File: src/hw/rtl/lzw_stream_compressor_macros.svh
// Assertion helpers shared by the compressor modules.
`ifndef LZW_STREAM_COMPRESSOR_MACROS_SVH
`define LZW_STREAM_COMPRESSOR_MACROS_SVH

// Same-cycle implication, checked outside reset.
`define LZWC_ASSERT_NOW(label, clk, rst_n, ante, cons) \
    label: assert property (@(posedge clk) disable iff (!rst_n) (ante) |-> (cons)) \
        else $error("lzwc check failed");

// Next-cycle implication, checked outside reset.
`define LZWC_ASSERT_NEXT(label, clk, rst_n, ante, cons) \
    label: assert property (@(posedge clk) disable iff (!rst_n) (ante) |=> (cons)) \
        else $error("lzwc check failed");

`endif

File: src/hw/rtl/lzwc_pkg.sv
`timescale 1ns / 1ps
`default_nettype none
package lzwc_pkg;

    localparam int MAX_CODE_BITS_DEF = 15;
    localparam int CODE_FIELD_W      = 16;
    localparam int QUEUE_DEPTH       = 4;

    localparam logic [CODE_FIELD_W-1:0] CODE_STOP  = 16'h100;
    localparam logic [CODE_FIELD_W-1:0] CODE_GROW  = 16'h101;
    localparam logic [CODE_FIELD_W-1:0] CODE_FIRST = 16'h103;
    localparam logic [4:0]              START_WIDTH = 5'd9;

    typedef struct packed {
        logic [CODE_FIELD_W-1:0] value;
        logic [4:0]              width;
        logic                    last;
        logic                    is_end;
    } code_op_t;

    typedef enum logic [2:0] {
        F_IDLE,
        F_SRD,
        F_DRD,
        F_DCHK,
        F_MISS,
        F_CODE,
        F_END_CODE,
        F_END_STOP
    } front_state_t;

    typedef enum logic [1:0] {
        B_LOAD,
        B_DRAIN,
        B_FLUSH1,
        B_FLUSH2
    } back_state_t;

endpackage
`default_nettype wire

File: src/hw/rtl/lzwc_queue.sv
`timescale 1ns / 1ps
`default_nettype none
`include "lzw_stream_compressor_macros.svh"
module lzwc_queue #(
    parameter int DEPTH = lzwc_pkg::QUEUE_DEPTH
) (
    input  wire logic               clk,
    input  wire logic               rst_n,
    input  wire logic               push,
    input  wire lzwc_pkg::code_op_t push_op,
    output logic                    full,
    input  wire logic               pop,
    output lzwc_pkg::code_op_t      pop_op,
    output logic                    empty
);

    localparam int AW = $clog2(DEPTH);

    lzwc_pkg::code_op_t slot_reg [DEPTH];
    logic [AW-1:0] wr_reg, wr_next;
    logic [AW-1:0] rd_reg, rd_next;
    logic [AW:0]   cnt_reg, cnt_next;
    logic          do_push;
    logic          do_pop;

    assign full    = (cnt_reg == (AW+1)'(DEPTH));
    assign empty   = (cnt_reg == '0);
    assign do_push = push && !full;
    assign do_pop  = pop && !empty;
    assign pop_op  = slot_reg[rd_reg];

    always_comb
    begin
        wr_next  = do_push ? AW'((AW+1)'(wr_reg) + 1'b1 == (AW+1)'(DEPTH) ? 0 : wr_reg + 1'b1)
                           : wr_reg;
        rd_next  = do_pop ? AW'((AW+1)'(rd_reg) + 1'b1 == (AW+1)'(DEPTH) ? 0 : rd_reg + 1'b1)
                          : rd_reg;
        cnt_next = cnt_reg + (AW+1)'(do_push) - (AW+1)'(do_pop);
    end

    always_ff @(posedge clk or negedge rst_n)
    begin
        if (!rst_n)
        begin
            wr_reg  <= '0;
            rd_reg  <= '0;
            cnt_reg <= '0;
        end
        else
        begin
            wr_reg  <= wr_next;
            rd_reg  <= rd_next;
            cnt_reg <= cnt_next;
        end
    end

    always_ff @(posedge clk)
    begin
        if (do_push)
        begin
            slot_reg[wr_reg] <= push_op;
        end
    end

    `LZWC_ASSERT_NOW(a_no_push_when_full, clk, rst_n, push, !full)

endmodule
`default_nettype wire

File: config.mk
export PLATFORM = sky130hd
export DESIGN_NAME = lzwc_queue
export DESIGN_NICKNAME = d
export VERILOG_FILES = /design/src/hw/rtl/lzwc_pkg.sv /design/src/hw/rtl/lzwc_queue.sv
export VERILOG_INCLUDE_DIRS = /design/src /design/src/hw/rtl
export SDC_FILE = /design/constraint.sdc
export NUM_CORES = 1
export LEC_CHECK = 0
export BUFFER_PORTS_ARGS = -buffer_cell sky130_fd_sc_hd__clkbuf_2
export CAP_MARGIN = 20
export CELL_PAD_IN_SITES_DETAIL_PLACEMENT = 0
export CELL_PAD_IN_SITES_GLOBAL_PLACEMENT = 1
export CORE_MARGIN = 4
export CORE_UTILIZATION = 40
export DETAILED_ROUTE_END_ITERATION = 12
export GPL_TIMING_DRIVEN = 1
export PLACE_DENSITY_LB_ADDON = 0.1
export SETUP_SLACK_MARGIN = 0.4
export SKIP_LAST_GASP = 1
export SLEW_MARGIN = 10
export SYNTH_ARGS = -nofsm -noshare
export SYNTH_HDL_FRONTEND = slang
export SYNTH_SLANG_ARGS = --single-unit
File: constraint.sdc
create_clock -name clk -period 2.5 [get_ports clk]
set_input_delay 0.375 -clock clk [delete_from_list [all_inputs] [get_ports clk]]
set_output_delay 0.375 -clock clk [all_outputs]
set_load 0.005 [all_outputs]
==> flow_metrics.tcl, run 1 <==
set metrics [dict create \
    vias 1808 \
    synth.mux.area_fraction 0.150 \
    final_common_cell "edfxtp_1" \
    r2r-end "cnt_reg[2]" \
    synthAdderAreaFrac 0.0282 \
    largest_register_ffs 92 \
    htree_levels 3 \
    drc 0 \
    worst_setup_path_end_kind "primary output" \
    power_density_nw_per_um2 1120 \
    yosys_warnings 0 \
    clock-root-buffer "clkbuf_8" \
    endpoint "empty" \
    fp-row-count 35 \
    final.fill_count 774 \
    cts_buffers 9 \
    min_path_type "input pin to flop" \
    tritoncts "yes" \
    max_freq_ghz 0.477 \
    final_hold_viol_count 0 \
    power.switching_mw 1.48 \
    period_share 0.838 \
    vdd_drop_max_uv 534 \
    path_class "flop to primary output" \
    clock_power_share 0.206 \
    fp.coreArea_sq_um 9280 \
    synth-seq-cells 99 \
    regToRegSetupSlack_ns 0.41 \
    clock_path_buffers 2 \
    pwr-share-comb 0.348 \
    synth_cells 160 \
    grt_overflow_total 0 \
    synthXorXnorAreaFrac 0.00459 \
    status "finished, final reports clean" \
    die_area_sq_um 11200 \
    grt_usage 0.130 \
    finalSetupViolCount 0 \
    synth.distinct_cells 21 \
    drv_cap 0 \
    synth_compound_area_frac 0.00164 \
    worstMarginPinSlew_ns 0.337 \
    avgViaCountPerCell 4.77 \
    nNetsFinal 280 \
    gp_congestion 0.681 \
    final_cell_mix "92 x edfxtp_1, 50 x clkbuf_2, 19 x mux4_2, 19 x buf_4, 9 x clkbuf_8" \
    clkTransAtPathRegs_ns 0.09 \
    dp_hpwl_um 4410 \
    diodes 0 \
    multiInputGateArea_sq_um 832 \
    syn_to_final_growth_pct 23.4 \
    netlist_area_sq_um 3810 \
    grt_antenna_before_repair 0 \
    ff_latch_area_sq_um 2940 \
    grt_pass1_vias 2026 \
    r2r_start "cnt_reg[0]" \
    portBuffers 51 \
    worstPathRequired_ns 2.12 \
    slew_viol_final 0 \
    slew-limit-headroom 0.775 \
    totalWireLength_um 6710 \
    cts_sinks 99 \
    seqPwrFrac 0.446 \
    layout-drive-gt1-share 0.520 \
    synthSimpleGateAreaFrac 0.0216 \
    skew_ns 0.00299 \
    fin_cells 379 \
    leakagePower_nw 1.72 \
    synth_top_family_by_area "multiplexers" \
    die_x_um 106 \
    setup_slack_ns 0.404 \
    clk_latency_ns 0.36 \
    swShare 0.280 \
    grt_max_degree 24 \
    die_y_um 106 \
    ant_nets 0 \
    detailedRoute.firstPassIterationCount 4 \
    setup_tns_ns 0 \
    grt_pass1_wl_um 10600 \
    initial_core_util 0.411 \
    synth_nets 195 \
    min_period_ns 2.10 \
    internal-power_mw 3.79 \
    drt-initial-drc-count 43 \
    seq_area_frac_synth 0.770 \
    rsz0062_at_grt "yes" \
    dp_slack_ns 0.270 \
    place_inst 345 \
    wl_per_cell_um 17.7 \
    cp-start-kind "flop" \
    critical_path_arrival_ns 1.72 \
    ff2ff_path_depth 10 \
    pin_count 52 \
    startpoint "cnt_reg[0]" \
    syn_area_per_cell_sq_um 23.8 \
    crit_fanout 3 \
]
==> repair_timing <==
action / in CTS / in global routing
hold endpoints to repair: 7 / 0
hold buffers: 1 / 0
resized for setup: 3 / 19
buffers inserted: 13 / 4
pin swaps: 2 / 6
endpoints found under the setup margin: 19 / 21
==> cells by family (layout without fill, tap and decap cells) <==
logic type	Yosys count	count (layout)
AOI/OAI and AO/OA	1	1
buffers and inverters	13	103
xor gates and xnor gates	2	2
DFF	99	99
adders and majority gates	8	8
muxes	26	26
and+or+nand+nor	11	11
==> Yosys cell counts, drive strengths merged <==
cell	instances	area [sq um]
ha	7	87.6
inv	7	26.3
o22ai	1	6.26
edfxtp	92	2760
nor2	2	7.51
dfrtp	7	175
buf	6	66.3
nand2b	1	13.8
nor2b	1	8.76
nor3	1	5.00
nor3b	1	18.8
fa	1	20.0
and2	4	25.0
nand2	1	3.75
mux4	23	537
xnor2	2	17.5
mux2	3	33.8
==> worst max-delay path, stage by stage (launching register included) <==
cell	delay [ns]
dfrtp_2	0.46
nor3_4	0.06
buf_4	0.13
buf_6	0.10
buf_6	0.10
buf_6	0.10
buf_6	0.10
buf_6	0.10
buf_6	0.10
buf_6	0.10
==> worst min path at each step <==
stage / from / to / slack, ns / cells after the start
after floorplan: rst_n / cnt_reg[0] / 0.08 / 0
after global placement: rst_n / rd_reg[1] / 0.22 / 1
after detailed placement: rst_n / rd_reg[1] / 0.22 / 1
after CTS: push_op[14] / slot_reg[3][14] / 0.21 / 1
after global routing: push_op[4] / slot_reg[3][4] / 0.21 / 1
final: push_op[14] / slot_reg[2][14] / 0.23 / 1
==> per-stage QoR <==
step | area (sq um) | hold slack, ns | utilization | power, mW
3_3_place_gp | 4270 | 0.222 | 0.460 | 3.89
2_1_floorplan | 3820 | 0.0794 | - | 3.37
6_report | 4710 | 0.230 | 0.507 | 5.27
3_5_place_dp | 4270 | 0.224 | 0.460 | 3.96
4_1_cts | 4610 | 0.209 | 0.496 | 5.21
5_1_grt | 4710 | 0.213 | 0.507 | 5.61
==> final cells by class <==
| cell class | count | area share |
|---|---|---|
| Timing Repair Buffer | 80 | 0.113 |
| Multi-Input combinational cell | 48 | 0.177 |
| Inverter | 7 | 0.00558 |
| Clock inverter | 7 | 0.0191 |
| Tap cell | 129 | 0.0343 |
| Clock buffer | 9 | 0.0263 |
| Sequential cell | 99 | 0.625 |
==> power groups by stage <==
| stage | Clock, mW | Sequential (mW) | Combinational (mW) |
|---|---|---|---|
| 4_1_cts | 1.12 | 2.34 | 1.74 |
| 2_1_floorplan | 0 | 2.32 | 1.05 |
| 6_report | 1.08 | 2.35 | 1.83 |
| 5_1_grt | 1.20 | 2.38 | 2.03 |
| 3_5_place_dp | 0 | 2.40 | 1.56 |
| 3_3_place_gp | 0 | 2.37 | 1.52 |
==> routing by layer <==
metal,vias up,GRT usage,part of all wire
met3,8,0.0472,0.054
met2,38,0.224,0.53
li1,826,-,-
met1,936,0.147,0.40
met4,0,0.0500,0.016
met5,-,0,0
Note: power is estimated with default switching activity, not from simulation.
==> run 2, diff against run 1 <==
==> constraint.sdc (replaced) <==
create_clock -name clk -period 1.85 [get_ports clk]
set_input_delay 0.2775 -clock clk [delete_from_list [all_inputs] [get_ports clk]]
set_output_delay 0.2775 -clock clk [all_outputs]
set_load 0.005 [all_outputs]
==> flow_metrics.tcl, run 2 (synthesis gave the netlist of run 1 again) <==
set metrics [dict create \
    die_x_um 106 \
    final_cell_mix "92 x edfxtp_1, 49 x clkbuf_2, 23 x mux4_2" \
    initial_core_util 0.411 \
    grt_usage 0.142 \
    tritoncts "yes" \
    power_density_nw_per_um2 1520 \
    final_hold_viol_count 0 \
    ant_nets 0 \
    largest_register_ffs 92 \
    grt_pass1_wl_um 11600 \
    htree_levels 3 \
    detailedRoute.firstPassIterationCount 4 \
    crit_chain "nor3_4 > nand2b_4 > inv_2 > ha_4 > inv_2 > ha_4 > inv_2 > fa_2 > xnor2_2 > xnor2_1" \
    layout-drive-gt1-share 0.592 \
    vdd_drop_max_uv 663 \
    dp_hpwl_um 4380 \
    grt_antenna_before_repair 0 \
    diodes 0 \
    grt_max_degree 19 \
    path_class "flop to flop" \
    die_y_um 106 \
    cp_num_buf_inv 3 \
    regToRegSetupSlack_ns -0.13 \
    cp_top_family "adder cells" \
    gp_congestion 0.644 \
    top_layer "met4" \
    setup_slack_ns -0.134 \
    endpoint "cnt_reg[2]" \
    startpoint "cnt_reg[0]" \
    cp.depth 10 \
    design_area_sq_um 5170 \
    max_stage_delay_ns 0.46 \
    worstPathRequired_ns 2.10 \
    clock-root-buffer "clkbuf_8" \
    final.fill_count 733 \
    grt_overflow_total 0 \
    violations "setup timing" \
    slew_viol_final 0 \
    placed_cell_area_sq_um 4380 \
    cp-start-kind "flop" \
    fp-row-count 35 \
    multiInputGateArea_sq_um 846 \
    totalWireLength_um 7570 \
    wl_per_cell_um 19.1 \
    worstMarginPinSlew_ns 0.211 \
    skew_ns 0.00931 \
    drc 0 \
    period_share 1.07 \
    pin_count 52 \
    critical_path_arrival_ns 2.24 \
    r2r_start "cnt_reg[0]" \
    ff_latch_area_sq_um 2940 \
    ff2ff_path_depth 10 \
    die_area_sq_um 11200 \
    cpMostUsedCell "inv_2" \
    clkTransAtPathRegs_ns 0.10 \
    min_from "push_op[20]" \
    grt_pass1_vias 2115 \
    finalSetupViolCount 25 \
    rsz0062_at_grt "yes" \
    fp.coreArea_sq_um 9280 \
    setup_tns_ns -1.54 \
    min_path_type "input pin to flop" \
    status "finished, violations left" \
    syn_to_final_growth_pct 35.4 \
    drv_cap 0 \
    wl_met2_um 4120 \
    vias 1910 \
    wl_met3_um 306 \
    max_freq_ghz 0.504 \
    total_power_mw 7.87 \
    clk_latency_ns 0.35 \
    cts_buffers 9 \
    slowest_stage "dfrtp_2" \
    cts_sinks 99 \
    min_period_ns 1.98 \
    nNetsFinal 297 \
    portBuffers 51 \
    drt-initial-drc-count 43 \
    final_common_cell "edfxtp_1" \
    crit_fanout 3 \
    wl_met1_um 3050 \
    leakagePower_nw 1.89 \
    r2r-end "cnt_reg[2]" \
    avgViaCountPerCell 4.82 \
    worst_setup_path_end_kind "flop" \
    slew-limit-headroom 0.860 \
    clock_path_buffers 2 \
]
-- run 2: changes by cell type in the layout (fill, tap and decap cells not counted), sizes merged --
cell / delta
bufinv: -2
inv: +2
buf: +12
clkinvlp: -1
clkinv: +1
clkbuf: +5
-- run 2: per-layer routing --
| metal | GRT usage | vias up |
|---|---|---|
| li1 | - | 865 |
| met1 | 0.170 | 997 |
| met2 | 0.248 | 42 |
| met3 | 0.0374 | 6 |
| met4 | 0.0472 | 0 |
| met5 | 0 | - |
-- run 2: cell type report --
| type | count | share of cell area |
|---|---|---|
| Clock buffer | 9 | 0.0240 |
| Sequential cell | 99 | 0.569 |
| Clock inverter | 7 | 0.0114 |
| Tap cell | 129 | 0.0312 |
| Timing Repair Buffer | 97 | 0.195 |
| Multi-Input combinational cell | 48 | 0.164 |
| Inverter | 7 | 0.00509 |
-- run 2: through the flow --
stage | utilization | setup slack, ns | hold WS [ns] | instances
after CTS | 0.527 | -0.162 | 0.118 | 385
after detailed placement | 0.471 | -0.174 | 0.136 | 350
after floorplan | - | -0.116 | -0.0181 | 160
after global placement | 0.471 | -0.0643 | 0.126 | 350
after global routing | 0.556 | -0.223 | 0.119 | 396
final | 0.556 | -0.134 | 0.133 | 396
-- run 2: how the worst min path moves through the flow --
stage	depth (start not counted)	end
6_report	1	slot_reg[0][20]
5_1_grt	1	slot_reg[1][15]
4_1_cts	1	slot_reg[3][21]
3_5_place_dp	1	cnt_reg[1]
3_3_place_gp	1	cnt_reg[1]
2_1_floorplan	0	cnt_reg[0]
-- run 2: what timing repair did --
action / CTS / global route
setup buffers: 13 / 5
endpoints found under the hold margin: 7 / 0
hold buffers: 1 / 0
gates resized for setup: 23 / 22
pin swaps: 4 / 4
gates cloned: 5 / 6
endpoints found under the setup margin: 120 / 122
-- run 2: power breakdown --
part	switching, mW	internal [mW]
combinational	1.35	2.09
clock	0.766	0.511
sequential	0.180	2.97
