$ cat src/hw/rtl/lzw_stream_compressor_macros.svh
// Assertion helpers shared by the compressor modules.
`ifndef LZW_STREAM_COMPRESSOR_MACROS_SVH
`define LZW_STREAM_COMPRESSOR_MACROS_SVH

// Same-cycle implication, checked outside reset.
`define LZWC_ASSERT_NOW(label, clk, rst_n, ante, cons) \
    label: assert property (@(posedge clk) disable iff (!rst_n) (ante) |-> (cons)) \
        else $error("lzwc check failed");

// Next-cycle implication, checked outside reset.
`define LZWC_ASSERT_NEXT(label, clk, rst_n, ante, cons) \
    label: assert property (@(posedge clk) disable iff (!rst_n) (ante) |=> (cons)) \
        else $error("lzwc check failed");

`endif

$ cat src/hw/rtl/lzwc_pkg.sv
`timescale 1ns / 1ps
`default_nettype none
package lzwc_pkg;

    localparam int MAX_CODE_BITS_DEF = 15;
    localparam int CODE_FIELD_W      = 16;
    localparam int QUEUE_DEPTH       = 4;

    localparam logic [CODE_FIELD_W-1:0] CODE_STOP  = 16'h100;
    localparam logic [CODE_FIELD_W-1:0] CODE_GROW  = 16'h101;
    localparam logic [CODE_FIELD_W-1:0] CODE_FIRST = 16'h103;
    localparam logic [4:0]              START_WIDTH = 5'd9;

    typedef struct packed {
        logic [CODE_FIELD_W-1:0] value;
        logic [4:0]              width;
        logic                    last;
        logic                    is_end;
    } code_op_t;

    typedef enum logic [2:0] {
        F_IDLE,
        F_SRD,
        F_DRD,
        F_DCHK,
        F_MISS,
        F_CODE,
        F_END_CODE,
        F_END_STOP
    } front_state_t;

    typedef enum logic [1:0] {
        B_LOAD,
        B_DRAIN,
        B_FLUSH1,
        B_FLUSH2
    } back_state_t;

endpackage
`default_nettype wire

$ cat src/hw/rtl/lzwc_if.sv
`timescale 1ns / 1ps
`default_nettype none


interface lzwc_out_if;
    logic       valid;
    logic       ready;
    logic [7:0] out_byte;
    logic       run_last;
    logic       stream_done;

    modport source (output valid, out_byte, run_last, stream_done, input ready);
    modport sink (input valid, out_byte, run_last, stream_done, output ready);
endinterface
`default_nettype wire

$ cat src/hw/rtl/lzwc_back.sv
`timescale 1ns / 1ps
`default_nettype none
`include "lzw_stream_compressor_macros.svh"
module lzwc_back (
    input  wire logic               clk,
    input  wire logic               rst_n,
    input  wire lzwc_pkg::code_op_t op,
    input  wire logic               op_empty,
    output logic                    op_pop,
    lzwc_out_if.source              out_ch
);

    lzwc_pkg::back_state_t state_reg, state_next;
    logic [31:0] acc_reg, acc_next;
    logic [5:0]  cnt_reg, cnt_next;
    logic        last_reg, last_next;
    logic        end_reg, end_next;
    logic        ov_reg, ov_next;
    logic [7:0]  ob_reg, ob_next;
    logic        ol_reg, ol_next;
    logic        od_reg, od_next;
    logic        can_emit;
    logic [31:0] masked;
    logic [5:0]  sh;

    assign can_emit     = !ov_reg || out_ch.ready;
    assign out_ch.valid = ov_reg;
    assign out_ch.out_byte    = ob_reg;
    assign out_ch.run_last    = ol_reg;
    assign out_ch.stream_done = od_reg;

    assign masked = 32'(op.value) & ((32'd1 << op.width) - 32'd1);
    assign sh     = 6'd32 - {1'b0, op.width} - cnt_reg;

    always_comb
    begin
        state_next = state_reg;
        acc_next   = acc_reg;
        cnt_next   = cnt_reg;
        last_next  = last_reg;
        end_next   = end_reg;
        ov_next    = ov_reg && !out_ch.ready;
        ob_next    = ob_reg;
        ol_next    = ol_reg;
        od_next    = od_reg;
        op_pop     = 1'b0;
        case (state_reg)
            lzwc_pkg::B_LOAD:
            begin
                if (!op_empty)
                begin
                    op_pop     = 1'b1;
                    acc_next   = acc_reg | (masked << sh);
                    cnt_next   = cnt_reg + {1'b0, op.width};
                    last_next  = op.last;
                    end_next   = op.is_end;
                    state_next = lzwc_pkg::B_DRAIN;
                end
            end
            lzwc_pkg::B_DRAIN:
            begin
                if (cnt_reg < 6'd8)
                begin
                    state_next = end_reg ? lzwc_pkg::B_FLUSH1 : lzwc_pkg::B_LOAD;
                end
                else if (can_emit)
                begin
                    ov_next  = 1'b1;
                    ob_next  = acc_reg[31:24];
                    ol_next  = last_reg && !end_reg && (cnt_reg < 6'd16);
                    od_next  = 1'b0;
                    acc_next = acc_reg << 8;
                    cnt_next = cnt_reg - 6'd8;
                end
            end
            lzwc_pkg::B_FLUSH1:
            begin
                if (can_emit)
                begin
                    ov_next = 1'b1;
                    ob_next = acc_reg[31:24];
                    ol_next = (cnt_reg < 6'd4);
                    od_next = (cnt_reg < 6'd4);
                    if (cnt_reg < 6'd4)
                    begin
                        acc_next   = '0;
                        cnt_next   = '0;
                        state_next = lzwc_pkg::B_LOAD;
                    end
                    else
                    begin
                        state_next = lzwc_pkg::B_FLUSH2;
                    end
                end
            end
            lzwc_pkg::B_FLUSH2:
            begin
                if (can_emit)
                begin
                    ov_next    = 1'b1;
                    ob_next    = '0;
                    ol_next    = 1'b1;
                    od_next    = 1'b1;
                    acc_next   = '0;
                    cnt_next   = '0;
                    state_next = lzwc_pkg::B_LOAD;
                end
            end
            default:
            begin
                state_next = lzwc_pkg::B_LOAD;
            end
        endcase
    end

    always_ff @(posedge clk or negedge rst_n)
    begin
        if (!rst_n)
        begin
            state_reg <= lzwc_pkg::B_LOAD;
            acc_reg   <= '0;
            cnt_reg   <= '0;
            last_reg  <= 1'b0;
            end_reg   <= 1'b0;
            ov_reg    <= 1'b0;
        end
        else
        begin
            state_reg <= state_next;
            acc_reg   <= acc_next;
            cnt_reg   <= cnt_next;
            last_reg  <= last_next;
            end_reg   <= end_next;
            ov_reg    <= ov_next;
        end
    end

    always_ff @(posedge clk)
    begin
        ob_reg <= ob_next;
        ol_reg <= ol_next;
        od_reg <= od_next;
    end

    `LZWC_ASSERT_NOW(a_load_has_room, clk, rst_n,
        state_reg == lzwc_pkg::B_LOAD, cnt_reg < 6'd8)
    `LZWC_ASSERT_NOW(a_done_is_last, clk, rst_n, ov_reg && od_reg, ol_reg)

endmodule
`default_nettype wire
$ cat src/flat_wrapper.sv
// flat-port wrapper written by rule: the top's interface ports become plain ports
module lzwc_back_flat 
  (clk, rst_n, op, op_empty, op_pop, out_ch_valid, out_ch_out_byte, out_ch_run_last, out_ch_stream_done, out_ch_ready);
  lzwc_out_if out_ch_i ();
  input  wire logic clk;
  input  wire logic rst_n;
  input  wire lzwc_pkg::code_op_t op;
  input  wire logic op_empty;
  output logic op_pop;
  output wire logic [$bits(out_ch_i.valid)-1:0] out_ch_valid;
  output wire logic [$bits(out_ch_i.out_byte)-1:0] out_ch_out_byte;
  output wire logic [$bits(out_ch_i.run_last)-1:0] out_ch_run_last;
  output wire logic [$bits(out_ch_i.stream_done)-1:0] out_ch_stream_done;
  input wire logic [$bits(out_ch_i.ready)-1:0] out_ch_ready;
  assign out_ch_valid = out_ch_i.valid;
  assign out_ch_out_byte = out_ch_i.out_byte;
  assign out_ch_run_last = out_ch_i.run_last;
  assign out_ch_stream_done = out_ch_i.stream_done;
  assign out_ch_i.ready = out_ch_ready;
  lzwc_back u_core (.clk(clk), .rst_n(rst_n), .op(op), .op_empty(op_empty), .op_pop(op_pop), .out_ch(out_ch_i));
endmodule
$ cat config.mk
export PLATFORM = sky130hd
export DESIGN_NAME = lzwc_back_flat
export DESIGN_NICKNAME = d
export VERILOG_FILES = /design/src/hw/rtl/lzwc_pkg.sv /design/src/hw/rtl/lzwc_if.sv /design/src/hw/rtl/lzwc_back.sv /design/src/flat_wrapper.sv
export VERILOG_INCLUDE_DIRS = /design/src /design/src/hw/rtl
export SDC_FILE = /design/constraint.sdc
export NUM_CORES = 1
export LEC_CHECK = 0
export BUFFER_PORTS_ARGS = -buffer_cell sky130_fd_sc_hd__buf_2
export CORE_MARGIN = 1.5
export CORE_UTILIZATION = 65
export CTS_BUF_LIST = sky130_fd_sc_hd__clkbuf_2 sky130_fd_sc_hd__clkbuf_4 sky130_fd_sc_hd__clkbuf_8
export CTS_CLUSTER_SIZE = 10
export DETAILED_ROUTE_END_ITERATION = 10
export PLACE_DENSITY = 0.89
export SLEW_MARGIN = 10
export SYNTH_ARGS = -nofsm -noshare
export SYNTH_HDL_FRONTEND = slang
export SYNTH_SLANG_ARGS = --single-unit
$ cat constraint.sdc
create_clock -name clk -period 4.5 [get_ports clk]
set_input_delay 0.675 -clock clk [delete_from_list [all_inputs] [get_ports clk]]
set_output_delay 0.675 -clock clk [all_outputs]
set_load 0.05 [all_outputs]
==> results of run 1 <==
worst min-delay path by stage:
| stage | start | end | cells after the start |
|---|---|---|---|
| 2_1_floorplan | rst_n | u_core.acc_reg[0] | 0 |
| 3_3_place_gp | u_core.acc_reg[4] | u_core.acc_reg[4] | 2 |
| 5_1_grt | u_core.acc_reg[1] | u_core.acc_reg[1] | 2 |
| 3_5_place_dp | u_core.acc_reg[5] | u_core.acc_reg[5] | 1 |
| 6_report | u_core.acc_reg[5] | u_core.acc_reg[5] | 1 |
| 4_1_cts | u_core.acc_reg[5] | u_core.acc_reg[5] | 1 |
cell type report:
type | instances | share of cell area, %
clock buffers | 6 | 1.55
clock inverters | 2 | 0.279
repair buffers | 58 | 6.90
multi-input cells | 450 | 59.1
flip-flops and latches | 53 | 27.9
well taps | 96 | 2.44
inverters | 24 | 1.83
metal layers:
metal / up-vias / share of wire, % / track usage (%) / routed length [µm]
li1: 2173 / - / - / -
met1: 2212 / 40 / 51.4 / 5550
met2: 320 / 46 / 61.2 / 6420
met3: 51 / 10 / 8.10 / 1440
met4: 0 / 3.5 / 13.5 / 493
met5: - / 0 / 0 / 0
cell families (layout without fill, tap and decap cells):
kind of cell             after synthesis  after routing
AO/OA/AOI/OAI                        211            211
XOR/XNOR                              10             10
adder cells (fa/ha/maj)               18             18
buffers and inverters                 67             90
flip-flops                            53             53
multiplexers                          18             18
AND/OR/NAND/NOR                      193            193
metrics by stage:
step	worst slack [ps]	std cells	utilization (%)	cell area [µm²]
2_1_floorplan	809	570	-	4570
3_3_place_gp	440	681	71.3	4840
3_5_place_dp	273	681	71.3	4840
4_1_cts	602	689	72.6	4930
5_1_grt	229	689	72.6	4930
6_report	521	689	72.6	4930
cells in the mapped netlist, types with 6 or more instances:
| master | n |
|---|---|
| nand2_1 | 67 |
| a21oi_1 | 61 |
| nor2_1 | 48 |
| dfrtp_1 | 43 |
| clkbuf_1 | 32 |
| o21ai_0 | 29 |
| inv_1 | 23 |
| nor3_1 | 16 |
| ha_1 | 15 |
| o22ai_1 | 15 |
| nand3_1 | 13 |
| o211ai_1 | 13 |
| nor2b_1 | 12 |
| a31oi_1 | 10 |
| edfxtp_1 | 10 |
| a211oi_1 | 8 |
| buf_2 | 7 |
| mux2i_1 | 7 |
| o21a_1 | 7 |
| o31ai_1 | 7 |
| or3_1 | 7 |
| a21o_1 | 6 |
| nand2b_1 | 6 |
| o221ai_1 | 6 |
layout by cell type (no fill, tap or decap), types with 6 or more instances in the layout:
cell type,count
o21ai_0,29
a21o_1,6
nand2_1,67
edfxtp_1,10
inv_1,23
a21oi_1,61
buf_2,38
mux2i_1,7
ha_1,15
o221ai_1,6
nor2b_1,12
o31ai_1,7
nor2_1,48
nand3_1,13
nor3_1,16
o22ai_1,15
nand2b_1,6
a31oi_1,10
or3_1,7
o21a_1,7
dfrtp_1,43
buf_4,20
a211oi_1,8
o211ai_1,13
worst max-delay path: stages:
cell,delay [ps]
buf_2,110
or3_1,540
or3_1,380
ha_1,390
or3_1,420
o41ai_1,390
o21ai_1,200
mux4_2,550
mux2i_1,180
mux2i_1,130
o311ai_2,230
==> impl_metrics.py, run 1 <==
metrics = {
    "outcome": {
        "status": "finished, final reports clean",
    },
    "layout": {
        "fillers": 559,
        "fin_nets": 637,
        "post_route_cells_drive_above_1_share_pct": 15.2,
        "regArea_um2": 1380,
        "largest_register_ffs": 32,
        "multiInputGateArea_um2": 2910,
        "insertedDiodeCount": 0,
        "syn_to_final_growth_pct": 7.91,
    },
    "sta": {
        "worst_pin_slew_ps": 1080,
        "fin_skew_ps": 7.78,
        "slew_violations": 0,
        "finalHoldViolCount": 0,
        "post-route-min-period_ps": 3980,
        "slew_headroom_pct": 28.1,
        "fmax_ghz": 0.251,
        "fin_crit_sh_pct": 88.4,
        "whs_ps": 502,
        "rsz0062_at_grt": "false",
        "fin_tns_setup_ps": 0,
        "final-setup-viol-count": 0,
    },
    "clock_tree": {
        "ctsResizeCount": 0,
        "cts.sinks": 53,
        "clk_latency_ps": 320,
        "postCtsSetupRepairBufs": 0,
        "clock-root-buffer": "clkbuf_8",
        "clk_pin_slew_worst_paths_ps": 100,
        "cts_tree": "yes",
        "cts_inserted_buffers": 5,
        "cts_hold_buf": 0,
        "htreeDepth": 2,
        "clockBufferDepth": 2,
    },
    "floorplan": {
        "dieArea_um2": 7540,
        "rows": 30,
        "die_x_um": 86.8,
        "ios": 39,
        "core_region_area_um2": 6790,
        "start_util_pct": 67.3,
        "dieHeight_um": 86.8,
    },
    "logic_synthesis": {
        "synthCells": 570,
        "ys_types": 73,
        "synth-edff-count": 10,
        "syn_nets": 615,
        "synthXorXnorAreaFrac_pct": 1.92,
        "ys_seq_elements": 53,
        "synth-async-reset-ratio_pct": 81.1,
        "yosys.area_share.simple_pct": 20.0,
        "synth_top_area_share_pct": 23.5,
        "synth_area_per_cell_um2": 8.02,
        "synth_sequential_area_ratio_pct": 30.1,
        "ys_warn_count": 0,
        "synthMuxAreaShare_pct": 5.37,
        "yosys_most_used_dff": "dfrtp_1",
        "synth_compound_area_share_pct": 31.1,
        "synth-adder-area-share_pct": 5.42,
        "synth_top_area_cell": "dfrtp_1",
        "netlist_area_um2": 4570,
        "synth.area.top_cells": "dfrtp_1 (24%), a21oi_1 (6.7%), edfxtp_1 (6.6%)",
        "synth_top_family_by_area": "compound AO/OA/AOI/OAI gates",
    },
    "worst_setup_path": {
        "cp.arrival_ps": 4200,
        "startpoint": "op[4]",
        "r2r_cells": 9,
        "crit_path_start_kind": "input pin",
        "cp.required_ps": 4720,
        "regToRegSetupSlack_ps": 970,
        "path_class": "input pin to flop",
        "cp-end-kind": "flop",
        "rr_endpoint": "u_core.acc_reg[20]",
        "worstReg2RegStart": "u_core.cnt_reg[1]",
        "cp_max_fo": 17,
        "cp-endpoint": "u_core.acc_reg[31]",
    },
    "placed_design": {
        "dp_hpwl_um": 10300,
        "numPortBuffers": 38,
        "gp_congestion": 1.04,
    },
    "routing": {
        "vias_per_cell": 6.90,
        "drt-wirelength-per-cell_um": 20.2,
        "drtIter0Drc": 542,
        "drc_errors": 0,
        "drt_pass1_iterations": 6,
        "ant_nets": 0,
        "via_count": 4756,
        "wl_um": 13900,
    },
    "global_routing": {
        "grt_pass1_wl_um": 22300,
        "overflow": 0,
        "antenna_found_initial": 0,
        "grt_usage_pct": 38.3,
        "grt_max_degree": 44,
        "grt_pass1_vias": 4385,
    },
    "flow_run": {
        "drv_cap": 0,
    },
    "min_path": {
        "hold_class": "flop to flop",
    },
}
Power of run 1 is not shown: default switching activity piles up to over one toggle a cycle in this logic, so the estimate is an artifact.
==> run 2, diff against run 1 <==
Settings changed: CORE_MARGIN 1.5 to 4, CORE_UTILIZATION 65 to 57, PLACE_DENSITY 0.89 to 0.83.
Clock period 4.5 ns to 3.52 ns, I/O delays scaled along.
==> run 2 against run 1 <==
Effect of this change: sequential share of layout area down 1.9 points; count of clock-buffer cells in the layout down 1; sequential cell count unchanged; design area up 7.5%; final cell count up 7.4%; global-route usage down 6.7 points; core utilization down 4.3 points.
==> impl_metrics.py, run 2 (synthesis gave the netlist of run 1 again) <==
metrics = {
    "outcome": {
        "status": "finished, final reports clean",
    },
    "worst_setup_path": {
        "rr_endpoint": "u_core.acc_reg[7]",
        "cp.arrival_ps": 3570,
        "regToRegSetupSlack_ps": 400,
        "worstReg2RegStart": "u_core.cnt_reg[1]",
        "crit_path_start_kind": "input pin",
        "cp-end-kind": "flop",
        "cp_max_fo": 11,
        "path_class": "input pin to flop",
        "cp.required_ps": 3770,
        "startpoint": "op[4]",
        "r2r_cells": 12,
    },
    "layout": {
        "post_route_cells_drive_above_1_share_pct": 21.6,
        "largest_register_ffs": 32,
        "multiInputGateArea_um2": 2930,
        "insertedDiodeCount": 0,
        "syn_to_final_growth_pct": 16.0,
        "fin_nets": 682,
        "final_cell_mix": "nand2_1 (67), buf_4 (65), a21oi_1 (61)",
        "final_common_cell": "nand2_1",
        "regArea_um2": 1380,
        "fillers": 665,
        "final_area_um2": 5300,
        "fin_util_pct": 68.3,
    },
    "floorplan": {
        "rows": 32,
        "core_region_area_um2": 7770,
        "ios": 39,
        "dieArea_um2": 9510,
        "dieHeight_um": 97.5,
        "start_util_pct": 58.8,
        "die_x_um": 97.5,
    },
    "clock_tree": {
        "clock-root-buffer": "clkbuf_8",
        "cts_tree": "yes",
        "htreeDepth": 2,
        "cts_hold_buf": 0,
        "clk_latency_ps": 320,
        "cts.sinks": 53,
        "clockBufferDepth": 2,
        "cts_inserted_buffers": 5,
        "clk_pin_slew_worst_paths_ps": 110,
    },
    "placed_design": {
        "numPortBuffers": 38,
        "dp_hpwl_um": 11400,
        "gp_congestion": 0.997,
        "place_area_um2": 5190,
    },
    "sta": {
        "slew_violations": 0,
        "whs_ps": 363,
        "final-setup-viol-count": 0,
        "rsz0062_at_grt": "false",
        "fin_skew_ps": 10.0,
        "fin_crit_sh_pct": 94.4,
        "finalHoldViolCount": 0,
        "fin_tns_setup_ps": 0,
        "fmax_ghz": 0.301,
        "slew_headroom_pct": 32.5,
        "post-route-min-period_ps": 3320,
        "worst_pin_slew_ps": 1010,
    },
    "routing": {
        "wl_um": 15300,
        "drtIter0Drc": 447,
        "drc_errors": 0,
        "drt-wirelength-per-cell_um": 20.7,
        "via_count": 4900,
        "ant_nets": 0,
        "drt_pass1_iterations": 7,
        "vias_per_cell": 6.62,
    },
    "global_routing": {
        "grt_pass1_wl_um": 24300,
        "grt_max_degree": 48,
        "antenna_found_initial": 0,
        "grt_pass1_vias": 4609,
        "grt_usage_pct": 31.6,
        "overflow": 0,
    },
    "min_path": {
        "hold_class": "input pin to asynchronous set/reset pin",
    },
    "flow_run": {
        "drv_cap": 0,
    },
}
[run 2: how the worst max path moves through the flow]
stage | slack [ps] | cells past startpoint | to
after floorplan | 30 | 12 | u_core.acc_reg[26]
final | 200 | 12 | u_core.acc_reg[26]
after global routing | 50 | 12 | u_core.acc_reg[26]
after detailed placement | -240 | 12 | u_core.acc_reg[26]
after CTS | 70 | 12 | u_core.acc_reg[26]
after global placement | -250 | 12 | u_core.acc_reg[26]
[run 2: layer usage]
metal | wire (µm) | GRT usage (%) | vias to the layer above | part of all wire (%)
met1 | 6330 | 43.4 | 2343 | 41
met3 | 1440 | 6.03 | 39 | 9.4
met2 | 7160 | 50.8 | 268 | 47
met5 | 0 | 0 | - | 0
li1 | - | - | 2250 | -
met4 | 356 | 9.16 | 0 | 2.3
[run 2: repair_timing]
action | 4_1_cts | 5_1_grt
setup endpoints to repair | 0 | 8
resized for setup | 0 | 3
setup buffers | 0 | 0
[run 2: area by class of cell]
| cell class | count | share of cell area [%] |
|---|---|---|
| multi-input combinational | 450 | 55.3 |
| timing repair buffer | 103 | 12.8 |
| clock buffer | 5 | 1.30 |
| clock inverter | 3 | 0.543 |
| sequential | 53 | 26.0 |
| inverter | 24 | 1.70 |
| tap | 102 | 2.41 |
[run 2: worst max-delay path: stages]
cell and delay, ps:
buf_2 100, or3_1 400, or3_1 350, ha_2 250
or3_1 390, o41ai_1 280, buf_4 180, o2111a_1 170
a221oi_1 90, a2111oi_1 590, nor3_1 90, a21oi_1 140
[run 2: through the flow]
| step | cells | setup WS (ps) |
|---|---|---|
| floorplan | 570 | 28.3 |
| global placement | 732 | -245 |
| detailed placement | 732 | -239 |
| CTS | 740 | 74.0 |
| global route | 740 | 54.0 |
| finish | 740 | 197 |
Power of run 2 is left out for the same reason.
